`src/sct_pkg.sv`:
```
package sct_pkg;

    localparam int SIG_W   = 32;
    localparam int ACC_W   = 48;
    localparam int GAIN_W  = 17;
    localparam int GND_W   = 31;
    localparam int OPND_W  = 34;
    localparam int PROD_W  = 2 * OPND_W;
    localparam int PC_W    = 5;
    localparam int CFG_IDX_W  = 3;
    localparam int CFG_DATA_W = 48;

    localparam logic [GAIN_W-1:0] GAIN_ONE = 17'h10000;

    localparam logic [CFG_IDX_W-1:0] CFG_TURNS_RATIO       = 3'd0;
    localparam logic [CFG_IDX_W-1:0] CFG_TURNS_RATIO_RECIP = 3'd1;
    localparam logic [CFG_IDX_W-1:0] CFG_STATOR_INDUCTANCE = 3'd2;
    localparam logic [CFG_IDX_W-1:0] CFG_IND_SUM_RECIP     = 3'd3;
    localparam logic [CFG_IDX_W-1:0] CFG_FILTER_GAIN       = 3'd4;
    localparam logic [CFG_IDX_W-1:0] CFG_ERROR_LEVEL       = 3'd5;
    localparam logic [CFG_IDX_W-1:0] CFG_GROUND_LEVEL      = 3'd6;

    typedef struct packed {
        logic                    switch_closed;
        logic                    check_enable;
        logic signed [SIG_W-1:0] flux_x;
        logic signed [SIG_W-1:0] flux_y;
        logic signed [SIG_W-1:0] rotor_cur_x;
        logic signed [SIG_W-1:0] rotor_cur_y;
        logic signed [SIG_W-1:0] stator_meas_x;
        logic signed [SIG_W-1:0] stator_meas_y;
        logic                    voltage_match_ok;
        logic [GND_W-1:0]        ground_current;
    } t_in;

    typedef struct packed {
        logic signed [SIG_W-1:0] stator_calc_x;
        logic signed [SIG_W-1:0] stator_calc_y;
        logic [ACC_W-1:0]        error_filtered;
        logic                    ct_fault;
        logic                    ground_fault;
    } t_out;

    typedef struct packed {
        logic signed [SIG_W-1:0] turns_ratio;
        logic signed [SIG_W-1:0] turns_ratio_recip;
        logic signed [SIG_W-1:0] stator_inductance;
        logic signed [SIG_W-1:0] inductance_sum_recip;
        logic [GAIN_W-1:0]       filter_gain;
        logic [ACC_W-1:0]        error_level;
        logic [GND_W-1:0]        ground_level;
    } t_cfg;

    localparam t_cfg CFG_RESET = '{
        turns_ratio:          32'sd65536,
        turns_ratio_recip:    32'sd65536,
        stator_inductance:    32'sd0,
        inductance_sum_recip: 32'sd65536,
        filter_gain:          17'd0,
        error_level:          48'hFFFF_FFFF_FFFF,
        ground_level:         31'h7FFF_FFFF
    };

    // Sequencing of one microinstruction
    typedef enum logic [1:0] {
        SEQ_NEXT,
        SEQ_JIDLE,
        SEQ_DONE
    } t_seq;

    // Multiplier operand A
    typedef enum logic [2:0] {
        A_FX, A_FY, A_LS, A_T0, A_T1, A_E, A_DLO, A_DHI
    } t_asel;

    // Multiplier operand B
    typedef enum logic [2:0] {
        B_RATIO, B_RX, B_RY, B_SR, B_RR, B_E, B_G
    } t_bsel;

    // Product writeback
    typedef enum logic [3:0] {
        WB_NONE, WB_T0_RND, WB_T0_ADD, WB_T1_RND, WB_T1_ADD, WB_T0_RX, WB_T1_RY,
        WB_CX, WB_CY, WB_S_SET, WB_S_ADD, WB_F_LO, WB_F_HI
    } t_wb;

    // Side ALU
    typedef enum logic [2:0] {
        ALU_NONE, ALU_EX, ALU_EY, ALU_DIFF, ALU_ACC, ALU_CLEAR
    } t_alu;

    typedef struct packed {
        t_seq            seq;
        logic [PC_W-1:0] target;
        logic            mul_en;
        t_asel           asel;
        t_bsel           bsel;
        t_wb             wb;
        t_alu            alu;
    } t_ctl;

    localparam t_ctl CTL_NOP = '{
        seq: SEQ_NEXT, target: '0, mul_en: 1'b0, asel: A_FX, bsel: B_RATIO,
        wb: WB_NONE, alu: ALU_NONE
    };

    localparam logic [PC_W-1:0] PC_CLEAR = 5'd17;

    // Microprogram. Each multiply result lands in the product register and is
    // written back by the following step, so x and y axes are interleaved.
    function automatic t_ctl f_ucode(input logic [PC_W-1:0] pc);
        t_ctl c;
        c = CTL_NOP;
        unique case (pc)
            5'd0: begin
                c.mul_en = 1'b1; c.asel = A_FX; c.bsel = B_RATIO;
                c.seq = SEQ_JIDLE; c.target = PC_CLEAR;
            end
            5'd1: begin
                c.mul_en = 1'b1; c.asel = A_LS; c.bsel = B_RX; c.wb = WB_T0_RND;
            end
            5'd2: begin
                c.mul_en = 1'b1; c.asel = A_FY; c.bsel = B_RATIO; c.wb = WB_T0_ADD;
            end
            5'd3: begin
                c.mul_en = 1'b1; c.asel = A_LS; c.bsel = B_RY; c.wb = WB_T1_RND;
            end
            5'd4: begin
                c.mul_en = 1'b1; c.asel = A_T0; c.bsel = B_SR; c.wb = WB_T1_ADD;
            end
            5'd5: begin
                c.mul_en = 1'b1; c.asel = A_T1; c.bsel = B_SR; c.wb = WB_T0_RX;
            end
            5'd6: begin
                c.mul_en = 1'b1; c.asel = A_T0; c.bsel = B_RR; c.wb = WB_T1_RY;
            end
            5'd7: begin
                c.mul_en = 1'b1; c.asel = A_T1; c.bsel = B_RR; c.wb = WB_CX;
            end
            5'd8: begin
                c.wb = WB_CY; c.alu = ALU_EX;
            end
            5'd9: begin
                c.mul_en = 1'b1; c.asel = A_E; c.bsel = B_E; c.alu = ALU_EY;
            end
            5'd10: begin
                c.mul_en = 1'b1; c.asel = A_E; c.bsel = B_E; c.wb = WB_S_SET;
            end
            5'd11: begin
                c.wb = WB_S_ADD;
            end
            5'd12: begin
                c.alu = ALU_DIFF;
            end
            5'd13: begin
                c.mul_en = 1'b1; c.asel = A_DLO; c.bsel = B_G;
            end
            5'd14: begin
                c.mul_en = 1'b1; c.asel = A_DHI; c.bsel = B_G; c.wb = WB_F_LO;
            end
            5'd15: begin
                c.wb = WB_F_HI;
            end
            5'd16: begin
                c.alu = ALU_ACC; c.seq = SEQ_DONE;
            end
            5'd17: begin
                c.alu = ALU_CLEAR; c.seq = SEQ_DONE;
            end
            default: begin
                c.seq = SEQ_DONE;
            end
        endcase
        return c;
    endfunction

endpackage

```
`src/sct_seq.sv`:
```
module sct_seq
    import sct_pkg::*;
(
    input  logic i_clk,
    input  logic i_rst_n,
    input  logic i_start,
    input  logic i_idle_item,
    input  logic i_out_free,
    output t_ctl o_ctl,
    output logic o_ready,
    output logic o_load
);

    typedef enum logic [1:0] {
        ST_IDLE,
        ST_RUN,
        ST_WAIT
    } t_state;

    t_state          r_state, n_state;
    logic [PC_W-1:0] r_pc, n_pc;
    t_ctl            w_word;

    assign w_word  = f_ucode(r_pc);
    assign o_ctl   = (r_state == ST_RUN) ? w_word : CTL_NOP;
    assign o_ready = (r_state == ST_IDLE);
    assign o_load  = (r_state == ST_WAIT) && i_out_free;

    always_comb begin
        n_state = r_state;
        n_pc    = r_pc;
        unique case (r_state)
            ST_IDLE: begin
                if (i_start) begin
                    n_state = ST_RUN;
                    n_pc    = '0;
                end
            end
            ST_RUN: begin
                unique case (w_word.seq)
                    SEQ_NEXT:  n_pc = r_pc + 1'b1;
                    SEQ_JIDLE: n_pc = i_idle_item ? w_word.target : r_pc + 1'b1;
                    SEQ_DONE:  n_state = ST_WAIT;
                    default:   n_state = ST_WAIT;
                endcase
            end
            ST_WAIT: begin
                if (i_out_free) begin
                    n_state = ST_IDLE;
                end
            end
            default: n_state = ST_IDLE;
        endcase
    end

    always_ff @(posedge i_clk) begin
        if (!i_rst_n) begin
            r_state <= ST_IDLE;
            r_pc    <= '0;
        end else begin
            r_state <= n_state;
            r_pc    <= n_pc;
        end
    end

endmodule

```
`config.mk`:
```
export PLATFORM = sky130hd
export DESIGN_NAME = sct_seq
export DESIGN_NICKNAME = d
export VERILOG_FILES = /design/src/sct_pkg.sv /design/src/sct_seq.sv
export SDC_FILE = /design/constraint.sdc
export NUM_CORES = 1
export LEC_CHECK = 0
export ABC_AREA = 0
export BUFFER_PORTS_ARGS = -buffer_cell sky130_fd_sc_hd__buf_2
export CORE_MARGIN = 10
export CORE_UTILIZATION = 55
export CTS_CLUSTER_DIAMETER = 30
export DETAILED_ROUTE_END_ITERATION = 10
export GPL_TIMING_DRIVEN = 0
export PLACE_DENSITY = 0.84
export SLEW_MARGIN = 20
export SYNTH_ARGS = -nofsm -noshare
export SYNTH_HDL_FRONTEND = slang
export SYNTH_SLANG_ARGS = --single-unit
```
`constraint.sdc`:
```
create_clock -name i_clk -period 3.8 [get_ports i_clk]
set_clock_uncertainty 0.15 [all_clocks]
set_input_delay 0.57 -clock i_clk [delete_from_list [all_inputs] [get_ports i_clk]]
set_output_delay 0.57 -clock i_clk [all_outputs]
set_load 0.02 [all_outputs]
```
==> results of run 1 <==
-- final cells by class --
| type | count | area share |
|---|---|---|
| inverters | 9 | 0.0301 |
| clock buffers | 4 | 0.0234 |
| plain buffers | 14 | 0.0746 |
| flip-flops and latches | 7 | 0.125 |
| well taps | 16 | 0.0178 |
| repair buffers | 24 | 0.107 |
| multi-input cells | 103 | 0.622 |
-- layer usage --
| layer | wire length [um] | share of wire | global-route usage | up-vias |
|---|---|---|---|---|
| met5 | 0 | 0 | 0 | - |
| met4 | 0 | 0 | 0.0287 | 0 |
| met3 | 217 | 0.084 | 0.0350 | 0 |
| met2 | 1320 | 0.51 | 0.231 | 42 |
| met1 | 1040 | 0.40 | 0.165 | 479 |
| li1 | - | - | - | 519 |
-- state kept, by name (all words and copies together), names as in the netlist --
signal / count
r_pc: 5
r_state: 2
-- stage by stage --
stage | hold WS, ns | setup slack (ns)
floorplan | 0.333 | 0.872
detailed placement | 0.366 | 0.747
finish | 0.373 | 0.428
global route | 0.422 | 0.266
CTS | 0.375 | 0.457
global placement | 0.354 | 0.776
-- cell usage in the layout, fill, tap and decap left out, types with 2 or more instances in the layout --
master	count
sky130_fd_sc_hd__nor2_1	17
sky130_fd_sc_hd__o21a_1	2
sky130_fd_sc_hd__nor3_1	6
sky130_fd_sc_hd__nor3b_1	2
sky130_fd_sc_hd__ha_1	5
sky130_fd_sc_hd__clkbuf_1	5
sky130_fd_sc_hd__a21oi_1	10
sky130_fd_sc_hd__a22oi_1	2
sky130_fd_sc_hd__inv_1	9
sky130_fd_sc_hd__and3_1	2
sky130_fd_sc_hd__clkbuf_4	3
sky130_fd_sc_hd__nand2b_1	3
sky130_fd_sc_hd__conb_1	3
sky130_fd_sc_hd__buf_2	28
sky130_fd_sc_hd__dfxtp_1	7
sky130_fd_sc_hd__o21ai_0	7
sky130_fd_sc_hd__nor4_1	2
sky130_fd_sc_hd__buf_4	5
sky130_fd_sc_hd__mux2i_1	4
sky130_fd_sc_hd__nor2b_1	3
sky130_fd_sc_hd__nand2_1	9
-- worst min-delay path by stage --
| stage | start | endpoint | slack [ns] | cells past startpoint |
|---|---|---|---|---|
| 4_1_cts | r_pc[1] | r_pc[1] | 0.38 | 2 |
| 2_1_floorplan | r_pc[1] | r_pc[1] | 0.33 | 2 |
| 3_5_place_dp | r_pc[1] | r_pc[1] | 0.37 | 2 |
| 3_3_place_gp | r_pc[1] | r_pc[1] | 0.35 | 2 |
| 5_1_grt | r_pc[0] | r_pc[0] | 0.42 | 2 |
| 6_report | r_pc[0] | r_pc[0] | 0.37 | 2 |
-- logic make-up (layout without fill, tap and decap cells) --
logic type,Yosys count,count (layout),synth area share
and+or+nand+nor,55,55,0.316
AOI/OAI and AO/OA,36,36,0.300
buffers and inverters,23,51,0.124
DFF,7,7,0.148
adders and majority gates,5,5,0.0659
muxes,4,4,0.0422
other,1,3,0.00395
-- where the power goes --
| part | internal (uW) | leakage [uW] | switching, uW | total [uW] |
|---|---|---|---|---|
| registers | 78.4 | 0.0000569 | 4.87 | 83.3 |
| clock network | 40.1 | 0.0000150 | 28.2 | 68.4 |
| logic | 49.8 | 0.000469 | 90.6 | 140 |
| total | 168 | 0.000540 | 124 | 292 |
-- worst min-delay path: stages (launching register included) --
cell	delay, ns
sky130_fd_sc_hd__dfxtp_1	0.34
sky130_fd_sc_hd__nand2_1	0.07
sky130_fd_sc_hd__mux2i_1	0.06
==> Implementation_results.wiki, run 1 <==
{| class="wikitable"
! Metric !! Value
|-
| Result of the run || completed
|-
| Antenna-violating nets left || 0
|-
| Power density over cell area || 260 nW/um^2
|-
| CTS Root Buffer Type || sky130_fd_sc_hd__clkbuf_4
|-
| Synth cell count leaders || sky130_fd_sc_hd__nor2_1, sky130_fd_sc_hd__a21oi_1, sky130_fd_sc_hd__inv_1, sky130_fd_sc_hd__nand2_1
|-
| Port Buf Inserts || 24
|-
| DP HPWL || 2010 um
|-
| Clock tree sinks || 7
|-
| Detailed Route WL || 2570 um
|-
| Maximum number of pins on one net before global-route repair || 11
|-
| Via count of the first global-routing pass || 885
|-
| CTS tree || yes
|-
| Drt via density || 5.88
|-
| Post-layout utilization of the core || 0.713
|-
| Weighted congestion reported at the end of routability-driven placement || 0.849
|-
| Maximum ir drop on the vdd rail || 0.000293 V
|-
| Post-Route Setup TNS || 0 ns
|-
| Detailed-router iteration count before antenna repair || 4
|-
| Logic depth of the worst path, buffers included || 9
|-
| Fraction of registers with async set/reset || 0
|-
| Clock insertion delay at the later pin of the skew report || 0.26 ns
|-
| Violation count after the first detailed-route iteration || 54
|-
| Global route overflow || 0
|-
| Initial core utilization || 0.602
|-
| Instance count after placement with tap cells included || 173
|-
| Syn Inst Count || 131
|-
| Number of buffer and inverter stages on the critical path || 3
|-
| Die Span X || 61.6 um
|-
| Hold Fails Final Rpt || 0
|-
| Critical path origin || r_pc[3]
|-
| Count of H-tree levels built during CTS || 1
|-
| Die Outline Area || 3790 sq um
|-
| CP Capture Type || output pin
|-
| Reg2Reg Launch Point || r_pc[3]
|-
| Count of filler cells inserted in the layout || 148
|-
| Max-slew violation count || 0
|-
| Antenna fix cells || 0
|-
| Max-cap violations || 0
|-
| Vias after detailed routing || 1040
|-
| Fraction of final layout cells sized beyond drive strength 1 || 0.280
|-
| CTS Hold Bufs || 0
|-
| Final Instance Count excl. Fillers || 177
|-
| Die Y || 61.6 um
|-
| Proportion of synthesized chip area in sequential cells || 0.148
|-
| Non-Filler Cell Area, Final || 1120 sq um
|-
| Cell type with the highest occurrence count on the critical path || sky130_fd_sc_hd__buf_2
|-
| Crit-path max cell delay || 0.35 ns
|-
| Post-CTS resize count || 0
|-
| Core box area || 1580 sq um
|-
| Initial antenna violation count || 0
|-
| EDFF count, synth || 0
|-
| Critical Path Fanout Max || 10
|-
| Area leader, netlist || sky130_fd_sc_hd__dfxtp_1
|-
| Required time of the critical path || 3.08 ns
|-
| Class of the most critical setup path || flop to output pin
|-
| Category of the worst setup path launch point || flop
|-
| Number of placed I/O pins || 28
|-
| Netlist cell types || 47
|-
| DP Area || 1100 sq um
|-
| Critical path endpoint || o_ctl[4]
|-
| Area contributors post-synth || sky130_fd_sc_hd__dfxtp_1, sky130_fd_sc_hd__nor2_1, sky130_fd_sc_hd__ha_1, sky130_fd_sc_hd__a21oi_1, sky130_fd_sc_hd__mux2i_1
|-
| Number of buffers inserted during clock tree synthesis || 3
|-
| Synthesized area || 950 sq um
|-
| Growth of design area from synthesis to finish || 18.3%
|-
| Unrepaired setup endpoints after global routing || false
|-
| Area taken by multi-input logic gates || 699 sq um
|-
| Site row count || 14
|-
| Kind of cell adding the most delay to the critical path || buffers and inverters
|-
| Maximum number of buffers from clock root to sink || 2
|-
| End of the worst register-to-register path || r_pc[3]
|-
| DRC || 0
|-
| Crit-path cells || buf_2 > clkbuf_1 > and3_1 > ha_1 > nor2_1 > a2bb2oi_2 > o21ai_1 > a311oi_1 > buf_2
|-
| Final Total Pwr || 292 uW
|-
| Setup fix buffers added after clock tree synthesis || 0
|-
| Critical-path top delay cell || sky130_fd_sc_hd__dfxtp_1
|-
| Setup-failing EPs final || 0
|-
| Wirelength per Cell || 14.5 um
|-
| Mean area per synthesized cell || 7.25 sq um
|-
| Cell with the most instances after synthesis || sky130_fd_sc_hd__nor2_1
|-
| Shortest clock period the worst path allows after layout || 3.37 ns
|-
| Type of the most critical hold path || flop to flop
|-
| Setup slack of the most critical reg-to-reg path || 1.26 ns
|-
| Count of cells along the worst register-to-register path || 8
|-
| Flip-flop and latch count after synthesis || 7
|-
| Lkg Pwr || 0.000540 uW
|-
| Number of warning messages in the yosys log || 0
|-
| Share of the clock period used by the worst path after layout || 0.887
|-
| Top_reg_cell synth || sky130_fd_sc_hd__dfxtp_1
|-
| Nets || 172
|-
| Clock slew at the register clock pins of the worst setup and hold paths || 0.05 ns
|-
| First-pass GRT wire length || 4020 um
|-
| Area fraction of the dominant cell type after synthesis || 0.148
|-
| Combined global-route utilization of all metal layers || 0.135
|-
| Highest attainable clock frequency || 297 MHz
|-
| Arrival time of data at the critical path endpoint || 2.65 ns
|-
| Area of all sequential standard cells || 140 sq um
|}
Note: power is estimated with default switching activity, not from simulation.
==> inputs of run 2 (changes only) <==
--- a/config.mk
+++ b/config.mk
@@ -7,6 +7,7 @@
 export LEC_CHECK = 0
 export ABC_AREA = 0
 export BUFFER_PORTS_ARGS = -buffer_cell sky130_fd_sc_hd__buf_2
+export CORE_ASPECT_RATIO = 1.1
 export CORE_MARGIN = 10
 export CORE_UTILIZATION = 55
 export CTS_CLUSTER_DIAMETER = 30
==> Implementation_results.wiki, run 2 (synthesis results as in run 1) <==
{| class="wikitable"
! Metric !! Value
|-
| DP HPWL || 2020 um (+0.50%)
|-
| Maximum ir drop on the vdd rail || 0.000211 V (-28%)
|-
| Setup-failing EPs final || 0 (unchanged)
|-
| Post-CTS resize count || 0 (unchanged)
|-
| Detailed Route WL || 2520 um (-2.0%)
|-
| Hold Fails Final Rpt || 0 (unchanged)
|-
| Reg2Reg Launch Point || r_pc[3]
|-
| Unrepaired setup endpoints after global routing || false
|-
| CP Capture Type || output pin
|-
| Initial antenna violation count || 0 (unchanged)
|-
| Met1 demand-to-capacity share in global routing || 0.135 (-0.0292)
|-
| Count of cells along the worst register-to-register path || 8 (unchanged)
|-
| Global route overflow || 0 (unchanged)
|-
| Type of the most critical hold path || flop to flop
|-
| Final Instance Count excl. Fillers || 178 (+0.56%)
|-
| Site row count || 15 (+1)
|-
| Setup slack of the most critical reg-to-reg path || 1.30 ns (+0.04 ns)
|-
| Kind of cell adding the most delay to the critical path || buffers and inverters
|-
| CTS Hold Bufs || 0 (unchanged)
|-
| Nets || 172 (unchanged)
|-
| Post-Route Setup TNS || 0 ns (unchanged)
|-
| Maximum number of buffers from clock root to sink || 2 (unchanged)
|-
| Critical Path Fanout Max || 10 (unchanged)
|-
| Count of H-tree levels built during CTS || 1 (unchanged)
|-
| Fraction of final layout cells sized beyond drive strength 1 || 0.280 (unchanged)
|-
| Hold Path Origin || r_pc[1]
|-
| Power density over cell area || 261 nW/um^2 (+0.38%)
|-
| Category of the worst setup path launch point || flop
|-
| End of the worst register-to-register path || r_pc[3]
|-
| Result of the run || completed
|-
| Count of filler cells inserted in the layout || 144 (-2.7%)
|-
| Antenna fix cells || 0 (unchanged)
|-
| Hold Crit Depth || 2 (unchanged)
|-
| Share of the clock period used by the worst path after layout || 0.872 (-0.0152)
|-
| DRC || 0 (unchanged)
|-
| Die Outline Area || 3790 sq um (about the same)
|-
| Wirelength per Cell || 14.2 um (-2.5%)
|-
| Max-cap violations || 0 (unchanged)
|-
| Crit-path max cell delay || 0.35 ns (about the same)
|-
| Non-Filler Cell Area, Final || 1120 sq um (+0.11%)
|-
| Critical-path top delay cell || sky130_fd_sc_hd__clkbuf_1
|-
| DP Area || 1100 sq um (+0.11%)
|-
| Most frequent cells in the layout || sky130_fd_sc_hd__buf_2, sky130_fd_sc_hd__nor2_1, sky130_fd_sc_hd__a21oi_1
|-
| Global-route track usage on met3 || 0.0341 (-0.000911)
|-
| Die Y || 63.6 um (+3.3%)
|-
| Required time of the critical path || 3.08 ns (about the same)
|-
| Lkg Pwr || 0.000540 uW (unchanged)
|-
| Port Buf Inserts || 24 (unchanged)
|-
| Shortest clock period the worst path allows after layout || 3.31 ns (-0.0579 ns)
|-
| Antenna-violating nets left || 0 (unchanged)
|-
| Max-slew violation count || 0 (unchanged)
|-
| Arrival time of data at the critical path endpoint || 2.59 ns (-0.06 ns)
|-
| Met2 capacity usage during global routing || 0.219 (-0.0126)
|-
| First-pass GRT wire length || 4040 um (+0.35%)
|-
| Die Span X || 59.6 um (-3.1%)
|-
| Vias after detailed routing || 1022 (-1.7%)
|-
| Clock slew at the register clock pins of the worst setup and hold paths || 0.05 ns (about the same)
|-
| Registers with the most flip-flops || r_pc x5, r_state x2
|-
| CTS Root Buffer Type || sky130_fd_sc_hd__clkbuf_4
|-
| Maximum number of pins on one net before global-route repair || 11 (unchanged)
|-
| Register containing the most flip-flops in the final layout || r_pc
|-
| Clock tree sinks || 7 (unchanged)
|-
| Drt via density || 5.74 (-2.3%)
|-
| Number of placed I/O pins || 28 (unchanged)
|-
| Crit-path cells || buf_2 > clkbuf_1 > and3_1 > ha_1 > nor2_1 > a2bb2oi_2 > o21ai_1 > a311oi_1 > buf_2
|-
| Class of the most critical setup path || flop to output pin
|-
| Clock insertion delay at the later pin of the skew report || 0.26 ns (about the same)
|-
| Via count of the first global-routing pass || 931 (+5.2%)
|-
| CTS tree || yes
|-
| Number of buffer and inverter stages on the critical path || 3 (unchanged)
|-
| Combined global-route utilization of all metal layers || 0.127 (-0.00789)
|-
| Detailed-router iteration count before antenna repair || 4 (unchanged)
|-
| Growth of design area from synthesis to finish || 18.4%
|-
| End of the worst hold path || r_pc[1]
|-
| Most used routing layer in global routing || met2
|-
| Commonest non-fill, non-tap cell in the layout || sky130_fd_sc_hd__buf_2
|-
| Core box area || 1600 sq um (+1.2%)
|-
| Number of flip-flops in the largest register || 5 (unchanged)
|-
| Weighted congestion reported at the end of routability-driven placement || 0.887 (+4.5%)
|-
| Instance count after placement with tap cells included || 174 (+0.58%)
|-
| Cell type with the highest occurrence count on the critical path || sky130_fd_sc_hd__buf_2
|-
| Setup fix buffers added after clock tree synthesis || 0 (unchanged)
|-
| Violation count after the first detailed-route iteration || 30 (-44%)
|-
| Number of buffers inserted during clock tree synthesis || 3 (unchanged)
|-
| Initial core utilization || 0.595 (-0.00709)
|-
| Highest attainable clock frequency || 302 MHz (+1.7%)
|}
==> run 2: layout make-up <==
cell class | instances | area, sq um | area share
Multi-Input combinational cell | 103 | 699 | 0.622
Inverter | 9 | 33.8 | 0.0300
Clock buffer | 4 | 26.3 | 0.0234
Tap cell | 17 | 21.3 | 0.0189
Sequential cell | 7 | 140 | 0.125
Buffer | 14 | 83.8 | 0.0745
Timing Repair Buffer | 24 | 120 | 0.107
==> run 2: per-stage QoR <==
step / hold WS (ns) / setup slack, ns / utilization / power [uW]
2_1_floorplan: 0.333 / 0.872 / - / 190
3_3_place_gp: 0.351 / 0.813 / 0.689 / 220
3_5_place_dp: 0.377 / 0.776 / 0.689 / 225
4_1_cts: 0.384 / 0.490 / 0.705 / 295
5_1_grt: 0.429 / 0.322 / 0.705 / 313
6_report: 0.381 / 0.486 / 0.705 / 293
==> run 2: where the power goes <==
part | internal, uW | switching [uW]
Combinational | 49.6 | 90.3
Clock | 40.2 | 30.0
Sequential | 78.4 | 4.95
Total | 168 | 125
==> run 2: how the worst max path moves through the flow <==
| stage | to | cells past startpoint | slack (ns) | start |
|---|---|---|---|---|
| 3_5_place_dp | o_ctl[4] | 9 | 0.78 | r_pc[3] |
| 3_3_place_gp | o_ctl[4] | 9 | 0.81 | r_pc[3] |
| 5_1_grt | o_ctl[4] | 9 | 0.32 | r_pc[3] |
| 4_1_cts | o_ctl[4] | 9 | 0.49 | r_pc[3] |
| 6_report | o_ctl[4] | 9 | 0.49 | r_pc[3] |
| 2_1_floorplan | o_ctl[4] | 8 | 0.87 | r_pc[3] |
==> run 2: worst reg2reg max path, cell delays in order, from the launching register on <==
cell	delay (ns)
sky130_fd_sc_hd__dfxtp_1	0.34
sky130_fd_sc_hd__buf_2	0.23
sky130_fd_sc_hd__clkbuf_1	0.35
sky130_fd_sc_hd__and3_1	0.22
sky130_fd_sc_hd__ha_1	0.20
sky130_fd_sc_hd__nor2_1	0.07
sky130_fd_sc_hd__a2bb2oi_2	0.32
sky130_fd_sc_hd__o31ai_4	0.17
sky130_fd_sc_hd__a311o_1	0.33
==> run 2: metal layers <==
metal,share of wire,up-vias
met5,0,-
met2,0.50,37
met3,0.084,5
met1,0.40,461
met4,0.014,0
li1,-,519
